**src/rtl/stt_pkg.sv**
```systemverilog
// Shared types, character codes and token kinds for the source text tokenizer.
package stt_pkg;

    localparam int POSITION_BITS_DEF = 32;
    localparam int WIDE_BITS         = 64;
    localparam int SLOT_COUNT        = 3;
    localparam int QUEUE_DEPTH       = 4;

    localparam logic [3:0] KIND_UNKNOWN = 4'd0;
    localparam logic [3:0] KIND_INTEGER = 4'd1;
    localparam logic [3:0] KIND_FLOAT   = 4'd2;
    localparam logic [3:0] KIND_STRING  = 4'd3;
    localparam logic [3:0] KIND_IDENT   = 4'd4;
    localparam logic [3:0] KIND_ASSIGN  = 4'd5;
    localparam logic [3:0] KIND_SEMI    = 4'd6;
    localparam logic [3:0] KIND_LPAREN  = 4'd7;
    localparam logic [3:0] KIND_RPAREN  = 4'd8;
    localparam logic [3:0] KIND_LCURLY  = 4'd9;
    localparam logic [3:0] KIND_RCURLY  = 4'd10;
    localparam logic [3:0] KIND_END     = 4'd11;

    localparam logic [7:0] CHAR_DOT    = 8'h2E;
    localparam logic [7:0] CHAR_QUOTE  = 8'h22;
    localparam logic [7:0] CHAR_COLON  = 8'h3A;
    localparam logic [7:0] CHAR_EQUAL  = 8'h3D;
    localparam logic [7:0] CHAR_SEMI   = 8'h3B;
    localparam logic [7:0] CHAR_LPAREN = 8'h28;
    localparam logic [7:0] CHAR_RPAREN = 8'h29;
    localparam logic [7:0] CHAR_LCURLY = 8'h7B;
    localparam logic [7:0] CHAR_RCURLY = 8'h7D;
    localparam logic [7:0] CHAR_UNDER  = 8'h5F;
    localparam logic [7:0] CHAR_SPACE  = 8'h20;
    localparam logic [7:0] CHAR_TAB    = 8'h09;
    localparam logic [7:0] CHAR_CR     = 8'h0D;
    localparam logic [7:0] CHAR_ZERO   = 8'h30;
    localparam logic [7:0] CHAR_NINE   = 8'h39;
    localparam logic [7:0] CHAR_LOW_A  = 8'h61;
    localparam logic [7:0] CHAR_LOW_Z  = 8'h7A;
    localparam logic [7:0] CHAR_UP_A   = 8'h41;
    localparam logic [7:0] CHAR_UP_Z   = 8'h5A;

    typedef struct packed {
        logic [7:0] text_byte;
        logic       final_byte;
    } in_item_t;

    typedef struct packed {
        logic [3:0]  token_kind;
        logic [31:0] token_start;
        logic [31:0] token_length;
    } out_item_t;

    typedef struct packed {
        logic [SLOT_COUNT-1:0]            mask;
        out_item_t [SLOT_COUNT-1:0]       tok;
    } bundle_t;

    function automatic logic is_space(input logic [7:0] c);
        return (c == CHAR_SPACE) || (c >= CHAR_TAB && c <= CHAR_CR);
    endfunction

    function automatic logic is_digit(input logic [7:0] c);
        return (c >= CHAR_ZERO) && (c <= CHAR_NINE);
    endfunction

    function automatic logic is_alpha(input logic [7:0] c);
        return ((c >= CHAR_LOW_A) && (c <= CHAR_LOW_Z)) ||
               ((c >= CHAR_UP_A) && (c <= CHAR_UP_Z));
    endfunction

endpackage

```
**src/rtl/source_text_tokenizer.sv**
```systemverilog
// Source text tokenizer top level: scanner, bundle queue and token emitter.
// Takes one byte per cycle while the queue is not full; a byte may complete up to
// three tokens. Tokens pass through the bundle queue, then the output register,
// which sends one token per cycle unless stalled; a four-bundle queue absorbs bursts.
// Reset clears the scan state and queue; position restarts at zero.
module source_text_tokenizer #(
    parameter int POSITION_BITS = stt_pkg::POSITION_BITS_DEF
) (
    input  logic               clk,
    input  logic               rst_n,
    input  logic               byte_valid,
    output logic               byte_stall,
    input  stt_pkg::in_item_t  byte_item,
    output logic               token_valid,
    input  logic               token_stall,
    output stt_pkg::out_item_t token_item
);
    import stt_pkg::*;

    logic    push;
    bundle_t push_data;
    logic    full;
    logic    empty;
    logic    pop;
    bundle_t head;

    stt_scan #(
        .POSITION_BITS(POSITION_BITS)
    ) u_scan (
        .clk        (clk),
        .rst_n      (rst_n),
        .byte_valid (byte_valid),
        .byte_stall (byte_stall),
        .byte_item  (byte_item),
        .push       (push),
        .push_data  (push_data),
        .full       (full)
    );

    stt_queue u_queue (
        .clk       (clk),
        .rst_n     (rst_n),
        .push      (push),
        .push_data (push_data),
        .full      (full),
        .empty     (empty),
        .pop       (pop),
        .head      (head)
    );

    stt_emit u_emit (
        .clk         (clk),
        .rst_n       (rst_n),
        .empty       (empty),
        .head        (head),
        .pop         (pop),
        .token_valid (token_valid),
        .token_stall (token_stall),
        .token_item  (token_item)
    );

endmodule

```
**src/rtl/stt_scan.sv**
```systemverilog
// Front end: scans one byte per cycle unless full; bundles the tokens it completes.
module stt_scan #(
    parameter int POSITION_BITS = stt_pkg::POSITION_BITS_DEF
) (
    input  logic              clk,
    input  logic              rst_n,
    input  logic              byte_valid,
    output logic              byte_stall,
    input  stt_pkg::in_item_t byte_item,
    output logic              push,
    output stt_pkg::bundle_t  push_data,
    input  logic              full
);
    import stt_pkg::*;

    localparam int W = POSITION_BITS;

    typedef enum logic [6:0] {
        MODE_IDLE    = 7'b0000001,
        MODE_NUMBER  = 7'b0000010,
        MODE_STRING  = 7'b0000100,
        MODE_IDENT   = 7'b0001000,
        MODE_UNKNOWN = 7'b0010000,
        MODE_COLON   = 7'b0100000,
        MODE_COLONEQ = 7'b1000000
    } mode_t;

    mode_t        mode_reg, mode_next;
    logic [W-1:0] pos_reg, pos_next;
    logic [W-1:0] start_reg, start_next;
    logic [W-1:0] len_reg, len_next;
    logic         digit_reg, digit_next;
    logic [1:0]   dot_reg, dot_next;

    logic [7:0]   c;
    logic         fin;
    logic         accept;
    logic         rescan;
    bundle_t      bundle;

    function automatic logic [W-1:0] sat_inc(input logic [W-1:0] v);
        return (&v) ? v : v + W'(1);
    endfunction

    function automatic logic [31:0] out32(input logic [W-1:0] v);
        logic [WIDE_BITS-1:0] wide;
        wide = WIDE_BITS'(v);
        return (|wide[WIDE_BITS-1:32]) ? 32'hFFFF_FFFF : wide[31:0];
    endfunction

    function automatic logic [3:0] number_kind(input logic digit, input logic [1:0] dots);
        logic [3:0] k;
        if (!digit || dots >= 2'd2)
        begin
            k = KIND_UNKNOWN;
        end
        else if (dots == 2'd1)
        begin
            k = KIND_FLOAT;
        end
        else
        begin
            k = KIND_INTEGER;
        end
        return k;
    endfunction

    function automatic out_item_t make_tok(input logic [3:0] kind, input logic [W-1:0] s,
                                           input logic [W-1:0] l);
        out_item_t t;
        t.token_kind   = kind;
        t.token_start  = out32(s);
        t.token_length = out32(l);
        return t;
    endfunction

    assign c          = byte_item.text_byte;
    assign fin        = byte_item.final_byte;
    assign byte_stall = full;
    assign accept     = byte_valid && !full;
    assign push       = accept && (|bundle.mask);
    assign push_data  = bundle;

    always_comb
    begin
        mode_next  = mode_reg;
        start_next = start_reg;
        len_next   = len_reg;
        digit_next = digit_reg;
        dot_next   = dot_reg;
        rescan     = 1'b0;
        bundle     = '0;

        unique case (mode_reg)
            MODE_NUMBER:
            begin
                if (is_digit(c) || c == CHAR_DOT)
                begin
                    len_next = sat_inc(len_reg);
                    if (is_digit(c))
                    begin
                        digit_next = 1'b1;
                    end
                    else if (dot_reg < 2'd2)
                    begin
                        dot_next = dot_reg + 2'd1;
                    end
                end
                else
                begin
                    bundle.mask[0] = 1'b1;
                    bundle.tok[0]  = make_tok(number_kind(digit_reg, dot_reg),
                                              start_reg, len_reg);
                    mode_next = MODE_IDLE;
                    rescan    = 1'b1;
                end
            end
            MODE_STRING:
            begin
                if (c == CHAR_QUOTE)
                begin
                    bundle.mask[0] = 1'b1;
                    bundle.tok[0]  = make_tok(KIND_STRING, start_reg, len_reg);
                    mode_next = MODE_IDLE;
                end
                else
                begin
                    len_next = sat_inc(len_reg);
                end
            end
            MODE_IDENT:
            begin
                if (is_alpha(c) || is_digit(c) || c == CHAR_UNDER)
                begin
                    len_next = sat_inc(len_reg);
                end
                else
                begin
                    bundle.mask[0] = 1'b1;
                    bundle.tok[0]  = make_tok(KIND_IDENT, start_reg, len_reg);
                    mode_next = MODE_IDLE;
                    rescan    = 1'b1;
                end
            end
            MODE_COLON:
            begin
                if (c == CHAR_EQUAL)
                begin
                    len_next  = sat_inc(len_reg);
                    mode_next = MODE_COLONEQ;
                end
                else if (is_space(c))
                begin
                    bundle.mask[0] = 1'b1;
                    bundle.tok[0]  = make_tok(KIND_UNKNOWN, start_reg, len_reg);
                    mode_next = MODE_IDLE;
                end
                else
                begin
                    len_next  = sat_inc(len_reg);
                    mode_next = MODE_UNKNOWN;
                end
            end
            MODE_COLONEQ:
            begin
                if (is_space(c))
                begin
                    bundle.mask[0] = 1'b1;
                    bundle.tok[0]  = make_tok(KIND_ASSIGN, start_reg, W'(2));
                    mode_next = MODE_IDLE;
                end
                else
                begin
                    len_next  = sat_inc(len_reg);
                    mode_next = MODE_UNKNOWN;
                end
            end
            MODE_UNKNOWN:
            begin
                if (is_space(c))
                begin
                    bundle.mask[0] = 1'b1;
                    bundle.tok[0]  = make_tok(KIND_UNKNOWN, start_reg, len_reg);
                    mode_next = MODE_IDLE;
                end
                else
                begin
                    len_next = sat_inc(len_reg);
                end
            end
            default:
            begin
                mode_next = MODE_IDLE;
                rescan    = 1'b1;
            end
        endcase

        // start of a new token from the idle state
        if (rescan && !is_space(c))
        begin
            if (is_digit(c) || c == CHAR_DOT)
            begin
                mode_next  = MODE_NUMBER;
                start_next = pos_reg;
                len_next   = W'(1);
                digit_next = is_digit(c);
                dot_next   = (c == CHAR_DOT) ? 2'd1 : 2'd0;
            end
            else if (c == CHAR_QUOTE)
            begin
                mode_next  = MODE_STRING;
                start_next = sat_inc(pos_reg);
                len_next   = '0;
            end
            else if (is_alpha(c))
            begin
                mode_next  = MODE_IDENT;
                start_next = pos_reg;
                len_next   = W'(1);
            end
            else if (c == CHAR_COLON)
            begin
                mode_next  = MODE_COLON;
                start_next = pos_reg;
                len_next   = W'(1);
            end
            else if (c == CHAR_SEMI)
            begin
                bundle.mask[1] = 1'b1;
                bundle.tok[1]  = make_tok(KIND_SEMI, pos_reg, W'(1));
            end
            else if (c == CHAR_LPAREN)
            begin
                bundle.mask[1] = 1'b1;
                bundle.tok[1]  = make_tok(KIND_LPAREN, pos_reg, W'(1));
            end
            else if (c == CHAR_RPAREN)
            begin
                bundle.mask[1] = 1'b1;
                bundle.tok[1]  = make_tok(KIND_RPAREN, pos_reg, W'(1));
            end
            else if (c == CHAR_LCURLY)
            begin
                bundle.mask[1] = 1'b1;
                bundle.tok[1]  = make_tok(KIND_LCURLY, pos_reg, W'(1));
            end
            else if (c == CHAR_RCURLY)
            begin
                bundle.mask[1] = 1'b1;
                bundle.tok[1]  = make_tok(KIND_RCURLY, pos_reg, W'(1));
            end
            else
            begin
                mode_next  = MODE_UNKNOWN;
                start_next = pos_reg;
                len_next   = W'(1);
            end
        end

        pos_next = sat_inc(pos_reg);

        // flush pending token, then close the text
        if (fin)
        begin
            if (mode_next != MODE_IDLE)
            begin
                bundle.mask[1] = 1'b1;
                if (mode_next == MODE_NUMBER)
                begin
                    bundle.tok[1] = make_tok(number_kind(digit_next, dot_next),
                                             start_next, len_next);
                end
                else if (mode_next == MODE_STRING)
                begin
                    bundle.tok[1] = make_tok(KIND_STRING, start_next, len_next);
                end
                else if (mode_next == MODE_IDENT)
                begin
                    bundle.tok[1] = make_tok(KIND_IDENT, start_next, len_next);
                end
                else
                begin
                    bundle.tok[1] = make_tok(KIND_UNKNOWN, start_next, len_next);
                end
            end
            bundle.mask[2] = 1'b1;
            bundle.tok[2]  = make_tok(KIND_END, pos_next, '0);
            mode_next  = MODE_IDLE;
            pos_next   = '0;
            start_next = '0;
            len_next   = '0;
            digit_next = 1'b0;
            dot_next   = 2'd0;
        end
    end

    always_ff @(posedge clk or negedge rst_n)
    begin
        if (!rst_n)
        begin
            mode_reg  <= MODE_IDLE;
            pos_reg   <= '0;
            start_reg <= '0;
            len_reg   <= '0;
            digit_reg <= 1'b0;
            dot_reg   <= 2'd0;
        end
        else if (accept)
        begin
            mode_reg  <= mode_next;
            pos_reg   <= pos_next;
            start_reg <= start_next;
            len_reg   <= len_next;
            digit_reg <= digit_next;
            dot_reg   <= dot_next;
        end
    end

endmodule

```
**src/rtl/stt_queue.sv**
```systemverilog
// Short bundle queue between the scanner and the token emitter.
module stt_queue (
    input  logic             clk,
    input  logic             rst_n,
    input  logic             push,
    input  stt_pkg::bundle_t push_data,
    output logic             full,
    output logic             empty,
    input  logic             pop,
    output stt_pkg::bundle_t head
);
    import stt_pkg::*;

    localparam int PTR_BITS = $clog2(QUEUE_DEPTH);

    bundle_t               store_reg [QUEUE_DEPTH];
    logic [PTR_BITS-1:0]   wr_ptr_reg, wr_ptr_next;
    logic [PTR_BITS-1:0]   rd_ptr_reg, rd_ptr_next;
    logic [PTR_BITS:0]     count_reg, count_next;
    logic                  do_push;
    logic                  do_pop;

    assign full    = (count_reg == (PTR_BITS + 1)'(QUEUE_DEPTH));
    assign empty   = (count_reg == '0);
    assign do_push = push && !full;
    assign do_pop  = pop && !empty;
    assign head    = store_reg[rd_ptr_reg];

    always_comb
    begin
        wr_ptr_next = do_push ? wr_ptr_reg + PTR_BITS'(1) : wr_ptr_reg;
        rd_ptr_next = do_pop ? rd_ptr_reg + PTR_BITS'(1) : rd_ptr_reg;
        count_next  = count_reg;
        if (do_push && !do_pop)
        begin
            count_next = count_reg + (PTR_BITS + 1)'(1);
        end
        else if (do_pop && !do_push)
        begin
            count_next = count_reg - (PTR_BITS + 1)'(1);
        end
    end

    always_ff @(posedge clk)
    begin
        if (do_push)
        begin
            store_reg[wr_ptr_reg] <= push_data;
        end
    end

    always_ff @(posedge clk or negedge rst_n)
    begin
        if (!rst_n)
        begin
            wr_ptr_reg <= '0;
            rd_ptr_reg <= '0;
            count_reg  <= '0;
        end
        else
        begin
            wr_ptr_reg <= wr_ptr_next;
            rd_ptr_reg <= rd_ptr_next;
            count_reg  <= count_next;
        end
    end

endmodule

```
**src/rtl/stt_emit.sv**
```systemverilog
// Back end: sends the tokens of each queued bundle in order through an output register.
module stt_emit (
    input  logic              clk,
    input  logic              rst_n,
    input  logic              empty,
    input  stt_pkg::bundle_t  head,
    output logic              pop,
    output logic              token_valid,
    input  logic              token_stall,
    output stt_pkg::out_item_t token_item
);
    import stt_pkg::*;

    logic [SLOT_COUNT-1:0]         done_reg, done_next;
    logic                          out_valid_reg, out_valid_next;
    out_item_t                     out_item_reg;
    logic [SLOT_COUNT-1:0]         remain;
    logic [SLOT_COUNT-1:0]         pick;
    logic [$clog2(SLOT_COUNT)-1:0] sel;
    logic                          load;

    assign remain = head.mask & ~done_reg;
    assign load   = !empty && (!out_valid_reg || !token_stall);

    always_comb
    begin
        pick = '0;
        sel  = '0;
        for (int i = SLOT_COUNT - 1; i >= 0; i--)
        begin
            if (remain[i])
            begin
                pick = '0;
                pick[i] = 1'b1;
                sel = ($clog2(SLOT_COUNT))'(i);
            end
        end
    end

    always_comb
    begin
        pop            = 1'b0;
        done_next      = done_reg;
        out_valid_next = out_valid_reg;
        if (load)
        begin
            out_valid_next = 1'b1;
            if ((remain & ~pick) == '0)
            begin
                pop       = 1'b1;
                done_next = '0;
            end
            else
            begin
                done_next = done_reg | pick;
            end
        end
        else if (!token_stall)
        begin
            out_valid_next = 1'b0;
        end
    end

    always_ff @(posedge clk)
    begin
        if (load)
        begin
            out_item_reg <= head.tok[sel];
        end
    end

    always_ff @(posedge clk or negedge rst_n)
    begin
        if (!rst_n)
        begin
            done_reg      <= '0;
            out_valid_reg <= 1'b0;
        end
        else
        begin
            done_reg      <= done_next;
            out_valid_reg <= out_valid_next;
        end
    end

    assign token_valid = out_valid_reg;
    assign token_item  = out_item_reg;

endmodule

```
**config.mk**
```make
export PLATFORM = sky130hd
export DESIGN_NAME = source_text_tokenizer
export DESIGN_NICKNAME = d
export VERILOG_FILES = /design/src/rtl/stt_pkg.sv /design/src/rtl/source_text_tokenizer.sv /design/src/rtl/stt_scan.sv /design/src/rtl/stt_queue.sv /design/src/rtl/stt_emit.sv
export SDC_FILE = /design/constraint.sdc
export NUM_CORES = 1
export LEC_CHECK = 0
export BUFFER_PORTS_ARGS = -buffer_cell sky130_fd_sc_hd__buf_2
export CAP_MARGIN = 5
export CORE_MARGIN = 2
export CORE_UTILIZATION = 60
export DETAILED_ROUTE_END_ITERATION = 8
export HOLD_SLACK_MARGIN = 0.02
export PLACE_DENSITY = 0.77
export SLEW_MARGIN = 30
export SYNTH_ARGS = -nofsm -noshare
export SYNTH_HDL_FRONTEND = slang
export SYNTH_SLANG_ARGS = --single-unit
```
**constraint.sdc**
```tcl
create_clock -name clk -period 16.6 [get_ports clk]
set_input_delay 0.83 -clock clk [delete_from_list [all_inputs] [get_ports clk]]
set_output_delay 0.83 -clock clk [all_outputs]
set_load 0.005 [all_outputs]
```
==> results.cfg <==
[run]
cap_viol_max_count = 0

[cells_and_area]
final_nets = 2532
area_growth_pct = 10.1
drive_above_1_share_pct = 17.9
layout_common_cells = edfxtp_1 (748), nand2_1 (237), mux4_2 (170)
largest_reg_flops = 680
final_cell_area_um2 = 41200
num_antenna_cells = 0
final_util_pct = 66.7
mostFrequentLayoutCell = edfxtp_1

[critical_path]
crit_fanout = 62
crit_buf_inv = 2
cp_top_family = simple AND/OR/NAND/NOR gates
setup.worst_path.start_class = flip-flop
cp.arrival_ps = 6020
max_stage_delay_ps = 840
slowest_stage = buf_4
cp.required_ps = 16830
worstSetupEndpointType = flip-flop
path_class = reg -> reg
cp_cell_sequence = nor4_4 > nand2_1 > or4_1 > and2_4 > a21o_2 > nor2_4 > o31a_4 > and2_4 > buf_4 > buf_4

[grt]
grtUsageTotal_pct = 28.0
grt_max_degree = 97
grt_pass1_wl_mm = 135
grt_overflow = 0
grt_pass1_vias = 22500
antenna_found_initial = 2

[synthesis]
ys.flop_type = edfxtp_1
synth.area.top_cells = edfxtp_1 (60%), mux4_2 (10%), dfrtp_1 (7.8%)
avgSynthCellArea_um2 = 15.1
ys_warn_count = 0
synthArstFlopShare_pct = 13.5
syn-cell-area_um2 = 37400
seq_area_frac_synth_pct = 67.9
syn-num-nets = 2507
synth_cells = 2483
yosys.area.top_type = edfxtp_1
ys_types = 88
synth_edf_count = 748
synth-seq-cells = 865
synth_top_area_share_pct = 60.1

[route]
final_antenna_net_count = 0
drt_wl_total_mm = 87.9
vias = 22500
drc = 0
drtIter0Drc = 2599
wl_per_cell_um = 25.7
viasPerCell = 6.60
drt_pass1_iterations = 5

[sta]
whs_ps = 205
finClkSkew_ps = 35.0
fin_crit_ps = 5800
worst_pin_slew_ps = 1040
slew_headroom_pct = 30.3
fin_crit_sh_pct = 34.9
setup_tns_ps = 0
drv_slew = 0
rsz0062_at_grt = no
max_freq_mhz = 172
setup-violations-final = 0
hold_viol = 0

[floorplanning]
std_cell_rows = 91
die_area_um2 = 64400
core_um2 = 61700
fp.dieW_um = 254
die_y_um = 254
start_util_pct = 60.6
io_pins = 83

[placement]
dp_hpwl_mm = 50.3
placed_cell_area_um2 = 38400
place.gp.congestion = 0.892
port_buffers = 82

[cts]
cts.sinks = 865
cts-buffers-inserted = 86
cts.path.max_buffers = 3
cts_root_buffer = clkbuf_16
cts-resized-gates = 0
tritoncts = built
clkSlewWorstSetupHoldPaths_ps = 60
cts.htree.levels = 3
cts_setup_buffers = 0
insertion_delay_ps = 630
cts_hold_buf = 0

[worst_hold_path]
worstHoldPathType = in -> async

[power_and_ir_drop]
p_leak_nw = 14.1
ir_worst_vdd_v = 0.000211
p_per_area_nw_per_um2 = 170

[run_status]
outcome = completed
stage by stage:
step | worst slack (ps) | power (mW) | instances
after global placement | 10320 | 5.10 | 3255
after floorplan | 9480 | 4.55 | 2483
final | 10800 | 7.02 | 3415
after global routing | 10500 | 7.32 | 3415
after CTS | 10780 | 7.03 | 3413
after detailed placement | 10280 | 5.17 | 3255
cell families after synthesis:
group / synth area share (%)
XOR/XNOR: 1.48
adder cells (fa/ha/maj): 0.388
buffers and inverters: 2.33
AND/OR/NAND/NOR: 8.88
AO/OA/AOI/OAI: 7.40
flip-flops: 67.9
multiplexers: 11.6
layer usage:
metal	GRT usage (%)	wire (um)	vias to the layer above
li1	-	-	9644
met1	41.4	37000	11500
met2	42.6	40900	1196
met3	5.05	7680	160
met4	9.70	2250	2
met5	0	13	-
cells in the mapped netlist, drive strengths merged, types with 6 or more instances:
| cell | count |
|---|---|
| mux4 | 170 |
| or2 | 10 |
| nor3 | 42 |
| a21o | 7 |
| o31ai | 13 |
| nor2 | 148 |
| o21a | 11 |
| nand2b | 13 |
| nor2b | 8 |
| a22o | 35 |
| and2 | 76 |
| nand4 | 29 |
| buf | 67 |
| xor2 | 27 |
| clkbuf | 115 |
| edfxtp | 748 |
| ha | 10 |
| or3 | 14 |
| a211o | 9 |
| and4 | 8 |
| a21oi | 114 |
| inv | 19 |
| dfrtp | 116 |
| o21ai | 148 |
| nor3b | 7 |
| nand2 | 240 |
| nor4 | 14 |
| mux2i | 48 |
| xnor2 | 36 |
| a31oi | 27 |
| a211oi | 7 |
| o22ai | 14 |
| and3 | 15 |
| nand3 | 39 |
| o22a | 6 |
cell type report:
type,count,area (um2)
tap,837,1050
timing repair buffer,119,749
sequential,865,25400
clock inverter,45,312
fill,4189,20500
inverter,20,75.1
multi-input combinational,1416,11200
clock buffer,113,2380
power by group:
| part | internal, mW | switching [mW] | leakage (nW) | total, mW |
|---|---|---|---|---|
| clock | 1.06 | 0.805 | 1.32 | 1.86 |
| sequential | 2.87 | 0.243 | 8.70 | 3.11 |
| combinational | 0.829 | 1.21 | 4.07 | 2.04 |
final timing paths:
check	from	to	slack, ps	depth (start not counted)
worst max-delay path	u_scan.mode_reg[5]$_DFFE_PN0P_	u_queue.store_reg[2][122]$_DFFE_PP_	10800	10
min in group clk	token_stall	u_emit.token_valid$_DFFE_PN0P_	460	3
worst min-delay path	rst_n	u_emit.token_valid$_DFFE_PN0P_	200	1
worst max register to register	u_scan.mode_reg[5]$_DFFE_PN0P_	u_queue.store_reg[2][122]$_DFFE_PP_	10800	10
max in group asynchronous	rst_n	u_scan.start_reg[17]$_DFFE_PN0P_	15110	2
worst min register to register	u_queue.count_reg[2]$_DFFE_PN0P_	u_queue.count_reg[2]$_DFFE_PN0P_	500	1
Power figures use the tool's default switching activity.
